## config.mk

```make
export PLATFORM = sky130hd
export DESIGN_NAME = fftag_seq
export DESIGN_NICKNAME = d
export VERILOG_FILES = /design/src/hw/rtl/fftag_pkg.sv /design/src/hw/rtl/fftag_seq.sv
export VERILOG_INCLUDE_DIRS = /design/src /design/src/hw/rtl
export SDC_FILE = /design/constraint.sdc
export NUM_CORES = 2
export LEC_CHECK = 0
export BUFFER_PORTS_ARGS = -buffer_cell sky130_fd_sc_hd__buf_2
export CAP_MARGIN = 20
export CORE_MARGIN = 1.5
export CORE_UTILIZATION = 25
export DETAILED_ROUTE_END_ITERATION = 10
export GPL_TIMING_DRIVEN = 0
export SLEW_MARGIN = 30
export SYNTH_ARGS = -nofsm -noshare
export SYNTH_HDL_FRONTEND = slang
export SYNTH_SLANG_ARGS = --single-unit
```

## constraint.sdc

```tcl
create_clock -name clock -period 6.9 [get_ports clock]
set_input_delay 0 -clock clock [delete_from_list [all_inputs] [get_ports clock]]
set_output_delay 0 -clock clock [all_outputs]
set_load 0.01 [all_outputs]
```

## src/hw/rtl/first_fit_boundary_tag_allocator_macros.svh

```systemverilog
`ifndef FIRST_FIT_BOUNDARY_TAG_ALLOCATOR_MACROS_SVH
`define FIRST_FIT_BOUNDARY_TAG_ALLOCATOR_MACROS_SVH

// same-cycle implication, sampled on clock, off while reset is high
`define FFTAG_ASSERT_IMM(lbl, ante, cons, msg) \
   lbl: assert property (@(posedge clock) disable iff (reset) (ante) |-> (cons)) \
      else $error(msg);

// next-cycle implication
`define FFTAG_ASSERT_NEXT(lbl, ante, cons, msg) \
   lbl: assert property (@(posedge clock) disable iff (reset) (ante) |=> (cons)) \
      else $error(msg);

`endif

```

## src/hw/rtl/fftag_pkg.sv

```systemverilog
`timescale 1ns / 1ps

package fftag_pkg;

   localparam int WSIZE  = 4;
   localparam int DSIZE  = 8;
   // byte addresses carried wide and signed so that wrapped offsets fall outside the heap
   localparam int ADDR_W = 36;

   typedef enum logic [1:0] {
      ST_OK    = 2'd0,
      ST_NULL  = 2'd1,
      ST_NOFIT = 2'd2
   } status_type;

   // packed from the top down: status lands in the lowest bits
   typedef struct packed {
      logic [15:0] failures;
      logic [14:0] padded_bytes;
      logic [10:0] empty_blocks;
      logic [10:0] used_blocks;
      logic [13:0] block_addr;
      status_type  status;
   } rsp_type;

   function automatic logic [31:0] tag_size(input logic [31:0] w);
      return {w[31:3], 3'b000};
   endfunction

   function automatic logic [ADDR_W-1:0] ext32(input logic [31:0] v);
      return {{(ADDR_W-32){1'b0}}, v};
   endfunction

endpackage

```

## src/hw/rtl/fftag_seq.sv

```systemverilog
`timescale 1ns / 1ps

`include "first_fit_boundary_tag_allocator_macros.svh"

module fftag_seq
   import fftag_pkg::*;
#(
   parameter int HEAP_BYTES = 16384,
   localparam int WORDS = HEAP_BYTES / 4,
   localparam int AW = $clog2(WORDS)
) (
   input  logic          clock,
   input  logic          reset,
   input  logic          req_valid,
   output logic          req_ready,
   input  logic          req_mode,
   input  logic [14:0]   req_size,
   input  logic [13:0]   req_addr,
   output logic          done_valid,
   input  logic          done_ready,
   output rsp_type       done_data,
   output logic          mem_we,
   output logic [AW-1:0] mem_waddr,
   output logic [31:0]   mem_wdata,
   output logic          mem_re,
   output logic [AW-1:0] mem_raddr,
   input  logic [31:0]   mem_rdata
);

   localparam int CNT_W   = AW + 1;
   localparam int INIT_B  = ((HEAP_BYTES - 5 * WSIZE) / DSIZE) * DSIZE;
   localparam int FTR_IDX = (2 * WSIZE + INIT_B) / WSIZE;
   localparam int EPI_IDX = (3 * WSIZE + INIT_B) / WSIZE;

   typedef enum logic [4:0] {
      S_CLEAR, S_IDLE,
      S_A_RD, S_A_CHK, S_A_W0, S_A_W1, S_A_W2, S_A_W3,
      S_F_RD, S_F_DT, S_F_W0, S_F_W1,
      S_M_RD0, S_M_DT0, S_M_RD1, S_M_DT1, S_M_RD2, S_M_DT2,
      S_M_RD3, S_M_DT3, S_M_RD4, S_M_DT4,
      S_M_W0, S_M_RD5, S_M_DT5, S_M_W1,
      S_DONE
   } state_type;

   state_type         state_ff;
   logic [CNT_W-1:0]  clr_ff;
   logic [15:0]       asize_ff;
   logic [ADDR_W-1:0] bp_ff, prev_ff, next_ff, w0_ff, w1_ff;
   logic [31:0]       csize_ff, fsz_ff, ps_ff, nsz_ff, sum_ff;
   logic              split_ff, palloc_ff, reread_ff, oor_ff;
   logic [10:0]       used_ff, empty_ff;
   logic [14:0]       pad_ff;
   logic [15:0]       fail_ff;
   status_type        status_ff;
   logic [13:0]       baddr_ff;

   logic [ADDR_W-1:0] ra, wa;
   logic [31:0]       wd, rword, rsize, alen, rest;
   logic              rd, wr, ralloc, fits, split;
   logic [15:0]       sz_ext, asize_new;
   logic [31:0]       sum_pa, sum_na, sum_bb;

   function automatic logic outside(input logic [ADDR_W-1:0] a);
      return a[ADDR_W-1] || (a[ADDR_W-1:2] >= (ADDR_W-2)'(WORDS));
   endfunction

   assign rword  = oor_ff ? 32'd1 : mem_rdata;
   assign rsize  = tag_size(rword);
   assign ralloc = rword[0];
   assign alen   = split_ff ? {16'd0, asize_ff} : csize_ff;
   assign rest   = csize_ff - {16'd0, asize_ff};
   assign fits   = !ralloc && ({16'd0, asize_ff} <= rsize);
   assign split  = (rsize - {16'd0, asize_ff}) >= 32'(2 * DSIZE);
   assign sz_ext = {1'b0, req_size};
   assign asize_new = (sz_ext <= 16'(DSIZE)) ? 16'(2 * DSIZE)
                                              : ((sz_ext + 16'(2 * DSIZE - 1)) & 16'hFFF8);
   assign sum_pa = tag_size(nsz_ff + rsize);
   assign sum_na = tag_size(nsz_ff + ps_ff);
   assign sum_bb = tag_size(nsz_ff + ps_ff + rsize);

   always_comb begin
      rd = 1'b0;
      wr = 1'b0;
      ra = bp_ff - ADDR_W'(WSIZE);
      wa = bp_ff - ADDR_W'(WSIZE);
      wd = sum_ff;
      case (state_ff)
         S_A_RD, S_F_RD, S_M_RD3: begin
            rd = 1'b1;
         end
         S_A_W0: begin
            wr = 1'b1;
            wd = alen | 32'd1;
         end
         S_A_W1: begin
            wr = 1'b1;
            wa = bp_ff + ext32(alen) - ADDR_W'(DSIZE);
            wd = alen | 32'd1;
         end
         S_A_W2: begin
            wr = 1'b1;
            wa = bp_ff + ext32({16'd0, asize_ff}) - ADDR_W'(WSIZE);
            wd = rest;
         end
         S_A_W3: begin
            wr = 1'b1;
            wa = bp_ff + ext32(csize_ff) - ADDR_W'(DSIZE);
            wd = rest;
         end
         S_F_W0: begin
            wr = 1'b1;
            wd = fsz_ff;
         end
         S_F_W1: begin
            wr = 1'b1;
            wa = bp_ff + ext32(fsz_ff) - ADDR_W'(DSIZE);
            wd = fsz_ff;
         end
         S_M_RD0: begin
            rd = 1'b1;
            ra = bp_ff - ADDR_W'(DSIZE);
         end
         S_M_RD1: begin
            rd = 1'b1;
            ra = prev_ff - ADDR_W'(WSIZE);
         end
         S_M_RD2: begin
            rd = 1'b1;
            ra = prev_ff + ext32(ps_ff) - ADDR_W'(DSIZE);
         end
         S_M_RD4, S_M_RD5: begin
            rd = 1'b1;
            ra = next_ff - ADDR_W'(WSIZE);
         end
         S_M_W0: begin
            wr = 1'b1;
            wa = w0_ff;
         end
         S_M_W1: begin
            wr = 1'b1;
            wa = w1_ff;
         end
         default: begin
         end
      endcase
   end

   always_comb begin
      mem_re    = rd;
      mem_raddr = ra[AW+1:2];
      if (state_ff == S_CLEAR) begin
         mem_we    = 1'b1;
         mem_waddr = clr_ff[AW-1:0];
         if (clr_ff == CNT_W'(1) || clr_ff == CNT_W'(2)) begin
            mem_wdata = 32'(DSIZE) | 32'd1;
         end else if (clr_ff == CNT_W'(3) || clr_ff == CNT_W'(FTR_IDX)) begin
            mem_wdata = 32'(INIT_B);
         end else if (clr_ff == CNT_W'(EPI_IDX)) begin
            mem_wdata = 32'd1;
         end else begin
            mem_wdata = 32'd0;
         end
      end else begin
         mem_we    = wr && !outside(wa);
         mem_waddr = wa[AW+1:2];
         mem_wdata = wd;
      end
   end

   assign req_ready  = (state_ff == S_IDLE);
   assign done_valid = (state_ff == S_DONE);
   assign done_data  = '{failures: fail_ff, padded_bytes: pad_ff, empty_blocks: empty_ff,
                         used_blocks: used_ff, block_addr: baddr_ff, status: status_ff};

   always_ff @(posedge clock) begin
      oor_ff <= outside(ra);
      if (reset) begin
         state_ff  <= S_CLEAR;
         clr_ff    <= '0;
         used_ff   <= '0;
         empty_ff  <= 11'd1;
         pad_ff    <= '0;
         fail_ff   <= '0;
         status_ff <= ST_OK;
         baddr_ff  <= '0;
      end else begin
         case (state_ff)
            S_CLEAR: begin
               clr_ff <= clr_ff + CNT_W'(1);
               if (clr_ff == CNT_W'(WORDS - 1)) begin
                  state_ff <= S_IDLE;
               end
            end
            S_IDLE: begin
               if (req_valid) begin
                  status_ff <= ST_OK;
                  baddr_ff  <= '0;
                  if (!req_mode) begin
                     if (req_size == '0) begin
                        status_ff <= ST_NULL;
                        if (fail_ff != 16'hFFFF) fail_ff <= fail_ff + 16'd1;
                        state_ff  <= S_DONE;
                     end else begin
                        asize_ff <= asize_new;
                        bp_ff    <= ADDR_W'(2 * DSIZE);
                        state_ff <= S_A_RD;
                     end
                  end else begin
                     if (req_addr == '0) begin
                        status_ff <= ST_NULL;
                        if (fail_ff != 16'hFFFF) fail_ff <= fail_ff + 16'd1;
                        state_ff  <= S_DONE;
                     end else begin
                        bp_ff    <= ADDR_W'(req_addr);
                        state_ff <= S_F_RD;
                     end
                  end
               end
            end
            S_A_RD: state_ff <= S_A_CHK;
            S_A_CHK: begin
               // first fit: one header per read
               if (rsize == '0) begin
                  status_ff <= ST_NOFIT;
                  if (fail_ff != 16'hFFFF) fail_ff <= fail_ff + 16'd1;
                  state_ff  <= S_DONE;
               end else if (fits) begin
                  csize_ff <= rsize;
                  split_ff <= split;
                  used_ff  <= used_ff + 11'd1;
                  pad_ff   <= pad_ff + 15'(asize_ff - 16'(DSIZE));
                  if (!split) empty_ff <= empty_ff - 11'd1;
                  baddr_ff <= bp_ff[13:0];
                  state_ff <= S_A_W0;
               end else begin
                  bp_ff    <= bp_ff + ext32(rsize);
                  state_ff <= S_A_RD;
               end
            end
            S_A_W0: state_ff <= S_A_W1;
            S_A_W1: state_ff <= split_ff ? S_A_W2 : S_DONE;
            S_A_W2: state_ff <= S_A_W3;
            S_A_W3: state_ff <= S_DONE;
            S_F_RD: state_ff <= S_F_DT;
            S_F_DT: begin
               fsz_ff   <= rsize;
               state_ff <= S_F_W0;
            end
            S_F_W0: state_ff <= S_F_W1;
            S_F_W1: begin
               used_ff  <= used_ff - 11'd1;
               pad_ff   <= pad_ff - 15'(fsz_ff - 32'(DSIZE));
               state_ff <= S_M_RD0;
            end
            S_M_RD0: state_ff <= S_M_DT0;
            S_M_DT0: begin
               prev_ff  <= bp_ff - ext32(rsize);
               state_ff <= S_M_RD1;
            end
            S_M_RD1: state_ff <= S_M_DT1;
            S_M_DT1: begin
               ps_ff    <= rsize;
               state_ff <= S_M_RD2;
            end
            S_M_RD2: state_ff <= S_M_DT2;
            S_M_DT2: begin
               palloc_ff <= ralloc;
               state_ff  <= S_M_RD3;
            end
            S_M_RD3: state_ff <= S_M_DT3;
            S_M_DT3: begin
               nsz_ff   <= rsize;
               next_ff  <= bp_ff + ext32(rsize);
               state_ff <= S_M_RD4;
            end
            S_M_RD4: state_ff <= S_M_DT4;
            S_M_DT4: begin
               reread_ff <= 1'b0;
               if (palloc_ff && ralloc) begin
                  empty_ff <= empty_ff + 11'd1;
                  state_ff <= S_DONE;
               end else if (palloc_ff) begin
                  sum_ff   <= sum_pa;
                  w0_ff    <= bp_ff - ADDR_W'(WSIZE);
                  w1_ff    <= bp_ff + ext32(sum_pa) - ADDR_W'(DSIZE);
                  state_ff <= S_M_W0;
               end else if (ralloc) begin
                  sum_ff   <= sum_na;
                  w0_ff    <= bp_ff + ext32(nsz_ff) - ADDR_W'(DSIZE);
                  w1_ff    <= prev_ff - ADDR_W'(WSIZE);
                  state_ff <= S_M_W0;
               end else begin
                  // next header read again after the prev header write, to locate the next footer
                  sum_ff    <= sum_bb;
                  w0_ff     <= prev_ff - ADDR_W'(WSIZE);
                  reread_ff <= 1'b1;
                  empty_ff  <= empty_ff - 11'd1;
                  state_ff  <= S_M_W0;
               end
            end
            S_M_W0: state_ff <= reread_ff ? S_M_RD5 : S_M_W1;
            S_M_RD5: state_ff <= S_M_DT5;
            S_M_DT5: begin
               w1_ff    <= next_ff + ext32(rsize) - ADDR_W'(DSIZE);
               state_ff <= S_M_W1;
            end
            S_M_W1: state_ff <= S_DONE;
            S_DONE: begin
               if (done_ready) state_ff <= S_IDLE;
            end
            default: state_ff <= S_IDLE;
         endcase
      end
   end

   `FFTAG_ASSERT_NEXT(a_req_leaves_idle, req_valid && req_ready, state_ff != S_IDLE, "request did not start work")
   `FFTAG_ASSERT_IMM(a_port_exclusive, mem_we, !mem_re, "read and write in one cycle")
   `FFTAG_ASSERT_IMM(a_fail_monotonic, !$past(reset), fail_ff >= $past(fail_ff), "failure count fell")

endmodule

```

Yosys cells after proc, flatten, opt, wreduce, memory -nomap -nowiden. Cells that the tools add are included.

Output and inout port bits: 129. Input bits: 66. Register bits: 435.

Magnitude comparators: 5. Equality and inequality tests: 49. Muxes and demuxes: 71. Reductions and logical operators: 42. Add/subtract/negate cells: 38. Bitwise operators: 5.

Operator list (count): $mux 36 (11); $add 36x32->36 (8); $sub 36x4->36 const B (8); $pmux 36 s6 (1); $mux 32 (5); $pmux 36 s2 (2); $pmux 36 s4 (1); $sub 36x3->36 const B (4); $pmux 5 s26 (1); $add 32x32->32 (3); $mux 16 (6); $pmux 32 s3 (1); $mux 11 (8); $mux 14 (5); $ge 34x13->1 const B (2); $sub 32x16->32 (2); $eq 5x5->1 const B (11); $pmux 11 s2 (2); $eq 5x4->1 const B (8); $mux 5 (8); $eq 13x12->1 const B (3); $add 36x16->36 (1); $sub 36x32->36 (1); $ge 32x5->1 const B (1); 48 further kinds (107).

Depth between registers and ports, before layout.
Depth in word-level cells: 9. Gate-level depth with buffers: 31. Gate-level depth less buffers: 28.

Least setup slack after synthesis. OpenSTA, ideal clock, no wires.

Path type: reg2reg. From: reg state_ff[2]. To: reg next_ff[10] (enable). Setup time: 640 ps. Required time: 6260 ps. Slack: -686 ps. Stages on the path, launching flop included: 5. Data arrival time: 6946 ps. Cell sequence: dfxtp_1 clkbuf_1 clkbuf_1 clkbuf_1 nor4_1.

Cells in the longest elaborated chain, start to end: 2.

Ends and longest elaborated chain: from (decl) (line fftag_seq.sv:45) `state_type state_ff;`; from (signal assigned) (line fftag_seq.sv:241) `S_A_W1: state_ff <= split_ff ? S_A_W2 : S_DONE;`; $eq 5x5->1 (line fftag_seq.sv:187) `case (state_ff)`; $reduce_and 2->1 (no line); to (signal assigned) (line fftag_seq.sv:273) `next_ff <= bp_ff + ext32(rsize);`; to (decl) (line fftag_seq.sv:48) `logic [ADDR_W-1:0] bp_ff, prev_ff, next_ff, w0_ff, w1_ff;`.

No other way between the ends. A chain may end at the register's enable or synchronous reset.

Final worst setup path.
From: reg bp_ff[4]. To: out mem_we.

Cells in the longest elaborated chain, start to end: 8. Elaborated cells between the ends (all ways): 15. Classes of those cells: add/sub (9); order compare (1); mux (2); reduce/logical (3).

Ends and longest elaborated chain: from (decl) (line fftag_seq.sv:48); from (signal assigned) (line fftag_seq.sv:205) `bp_ff <= ADDR_W'(2 * DSIZE);`; from (signal assigned) (line fftag_seq.sv:214) `bp_ff <= ADDR_W'(req_addr);`; from (signal assigned) (line fftag_seq.sv:236) `bp_ff <= bp_ff + ext32(rsize);`; $add 36x32->36, or another cell as far along (line fftag_seq.sv:116) `wa = bp_ff + ext32(fsz_ff) - ADDR_W'(DSIZE);`; $sub 36x4->36, or another cell as far along (line fftag_seq.sv:116); $pmux 36 s6 * (line fftag_seq.sv:87) `case (state_ff)`; $ge 34x13->1 (line fftag_seq.sv:64) `return a[ADDR_W-1] || (a[ADDR_W-1:2] >= (ADDR_W-2)'(WORDS));`; $logic_or 1x1->1 * (line fftag_seq.sv:64); $logic_not 1->1 * (line fftag_seq.sv:164) `mem_we = wr && !outside(wa);`; $logic_and 1x1->1 * (line fftag_seq.sv:164); $mux 1 * (line fftag_seq.sv:151) `if (state_ff == S_CLEAR) begin`; to (decl) (line fftag_seq.sv:22) `output logic mem_we,`.

Mark *: on every way between the ends. The rest lies on a longest branch, timed or not.

==> flow_metrics.tcl <==
set metrics [dict create \
    status "finished, final reports clean" \
    htreeDepth 2 \
    finalHoldViolCount 0 \
    synth_edf_count 333 \
    rrSetupSlack_ns 0.24 \
    dieWidth_um 453 \
    worstMarginPinSlew_ns 1.09 \
    vdd_drop_max_uv 169 \
    port_buffers 186 \
    grt-ovfl-total 0 \
    dp_hpwl_mm 200 \
    die_h_um 453 \
    vias_per_cell 5.44 \
    layout_common_cells "inv_1, ha_1, a21oi_1" \
    clock_sinks 418 \
    wire_per_inst_um 25.3 \
    crit_top_cell "inv_1" \
    cts_buffers 53 \
    syn_area_sq_um 50600 \
    pwr-share-clk_pct 52.3 \
    dieArea_sq_um 205000 \
    antenna_found_initial 13 \
    cp_max_fo 11 \
    relSlewSlack_pct 27.0 \
    slowest_delay_ns 0.70 \
    gp_congestion 1.05 \
    fin_nets 7589 \
    netlist_instances 6441 \
    drv_cap 0 \
    finalCriticalPeriod_ns 6.77 \
    start_util_pct 25.2 \
    grt_max_degree 47 \
    skew_ns 0.0387 \
    crit_required_ns 6.90 \
    grt_usage_pct 22.4 \
    drive_above_1_share_pct 7.34 \
    seqPwrFrac_pct 45.5 \
    rr_worst_depth 31 \
    insertion_delay_ns 0.68 \
    grt_pass1_wl_mm 338 \
    crit_chain "inv_1 > ha_1 > inv_1 > ha_1 > inv_1 > fa_1 > nand2b_1 > a21oi_1 > o21ai_0 > a21oi_1 > a31oi_1 > nand3_1 > a31oi_1 > a2111oi_0 > nand4_1 > nor4_1 > o2111ai_1 > nand2_1 > buf_2" \
    cts_tree "yes" \
    cellPowerDensity_nw_per_um2 101 \
    num_vias 51663 \
    path_class "register to primary output" \
    switching_share_pct 23.8 \
    drt-total-wl_mm 240 \
    synth-seq-area-share_pct 23.1 \
    io_pins 195 \
    hold_path_class "input pin to register" \
    path_buf_inv 4 \
    clockBufferDepth 3 \
    ant_nets 0 \
    drt_iter0_markers 6576 \
    drt-pass1-iter-count 7 \
    slowest_stage "a21oi_1" \
    rows 164 \
    period_share_pct 98.2 \
    final_cells 9500 \
    core_area_sq_um 200000 \
    netlist.area_leader.share_pct 19.8 \
    drc 0 \
    end_kind "primary output" \
    arrival_ns 6.77 \
    ys_ff_latch 418 \
    yosys-top-cells-area "edfxtp_1, ha_1, inv_1" \
    async_reset_ff_share_pct 0 \
    start_kind "register" \
    slew_viol_final 0 \
    syn_area_per_cell_sq_um 7.85 \
    syn_to_final_growth_pct 15.1 \
    layout_commonest_cell "inv_1" \
    path_clk_slew_ns 0.07 \
    dp_cells 9326 \
    cp_top_family "compound AO/OA/AOI/OAI gates" \
    cts_root_buf "clkbuf_16" \
    synth_ff_type "edfxtp_1" \
    synth_top_area_cell "edfxtp_1" \
    p_int_mw 4.50 \
    p_leak_nw 25.4 \
    pwr-share-comb_pct 2.2 \
    holdPathStages 4 \
    grt_pass1_vias 47918 \
    cp.depth 19 \
    max_freq_ghz 0.148 \
    net-switching-power_mw 1.41 \
    ys.warnings.count 0 \
    final_util_pct 29.0 \
    finalSetupViolCount 0 \
    yosysUniqueCellTypes 89 \
]
## path summary, 6_finish.rpt
check,start,to
worst min-delay path,mem_rdata[5],fsz_ff[5]
worst max register to register,oor_ff,w1_ff[34]
worst min register to register,baddr_ff[13],baddr_ff[13]
worst max-delay path,bp_ff[4],mem_we
## metrics by stage
step	hold slack (ns)	setup TNS, ns	power, mW	cell area [sq um]	setup WS [ns]
3_5_place_dp	0.321	-59.97	2.85	55400	-2.71
3_3_place_gp	0.299	-369.23	2.85	54900	-3.72
4_1_cts	0.0545	0	5.92	58000	0.000815
6_report	0.0988	0	5.90	58200	0.126
5_1_grt	0.0801	-0.0153	6.02	58200	-0.0153
2_1_floorplan	0.0957	0	2.78	50600	0.254
## flip-flops by register name, indices dropped and copies added (netlist names)
signal,flops
asize_ff,13
baddr_ff,14
bp_ff,36
clr_ff,13
csize_ff,29
empty_ff,11
fail_ff,16
fsz_ff,29
next_ff,34
nsz_ff,29
oor_ff,1
pad_ff,12
palloc_ff,1
prev_ff,34
ps_ff,29
reread_ff,1
split_ff,1
state_ff,5
status_ff,2
sum_ff,29
used_ff,11
w0_ff,34
w1_ff,34
## metal layers
metal,wire (um),vias up,global-route usage [%]
met5,7,-,0
met4,14300,2,11.5
met3,20000,466,3.36
met2,102000,2606,34.5
met1,103000,24764,30.3
li1,-,23825,-
## power by group through the flow
stage                     Combinational [mW]  Sequential (mW)  Clock, mW
after floorplan                       0.0409             2.74          0
after global placement                 0.104             2.74          0
after detailed placement               0.106             2.74          0
after CTS                              0.130             2.69       3.10
after global routing                   0.138             2.69       3.19
final                                  0.128             2.69       3.09
## Yosys cell counts (131+ instances only)
cell type and count:
nor3_1 178, xnor2_1 321, xor2_1 131, o21ai_0 371, nor2_1 481, a21o_1 176
ha_1 712, nand2_1 403, inv_1 898, nand3_1 176, clkbuf_1 187, edfxtp_1 333
a21oi_1 526
## layout make-up
cell class,instances,area [sq um]
multi-input cells,4917,35100
flip-flops and latches,418,11700
inverters,903,3420
plain buffers,205,843
diodes,7,17.5
well taps,2656,3320
fillers,21632,142000
clock buffers,56,1340
repair buffers,295,1930
clock inverters,43,517
## cells by family (layout without fill, tap and decap cells)
| kind of cell | Yosys count | in the layout | share of synthesized area [%] |
|---|---|---|---|
| fa+ha+maj | 731 | 731 | 18.3 |
| flops | 418 | 418 | 23.1 |
| compound gates | 1809 | 1809 | 23.0 |
| buf+inv | 1110 | 1502 | 8.29 |
| mux | 63 | 63 | 1.28 |
| simple gates | 1857 | 1857 | 18.1 |
| xor+xnor | 452 | 452 | 7.83 |
| other cells | 1 | 12 | 0.00741 |
## tightest hold or removal path: stages
cell and delay (ns):
buf_2 0.11, nand2b_4 0.10, clkinvlp_4 0.15, buf_4 0.24
## what timing repair did
item | CTS | global route
pin swaps | 6 | 8
resized for setup | 45 | 38
endpoints found under the setup margin | 100 | 15
hold buffers | 43 | 0
hold endpoints to repair | 49 | 0
setup buffers | 14 | 13
Power figures use the tool's default switching activity.
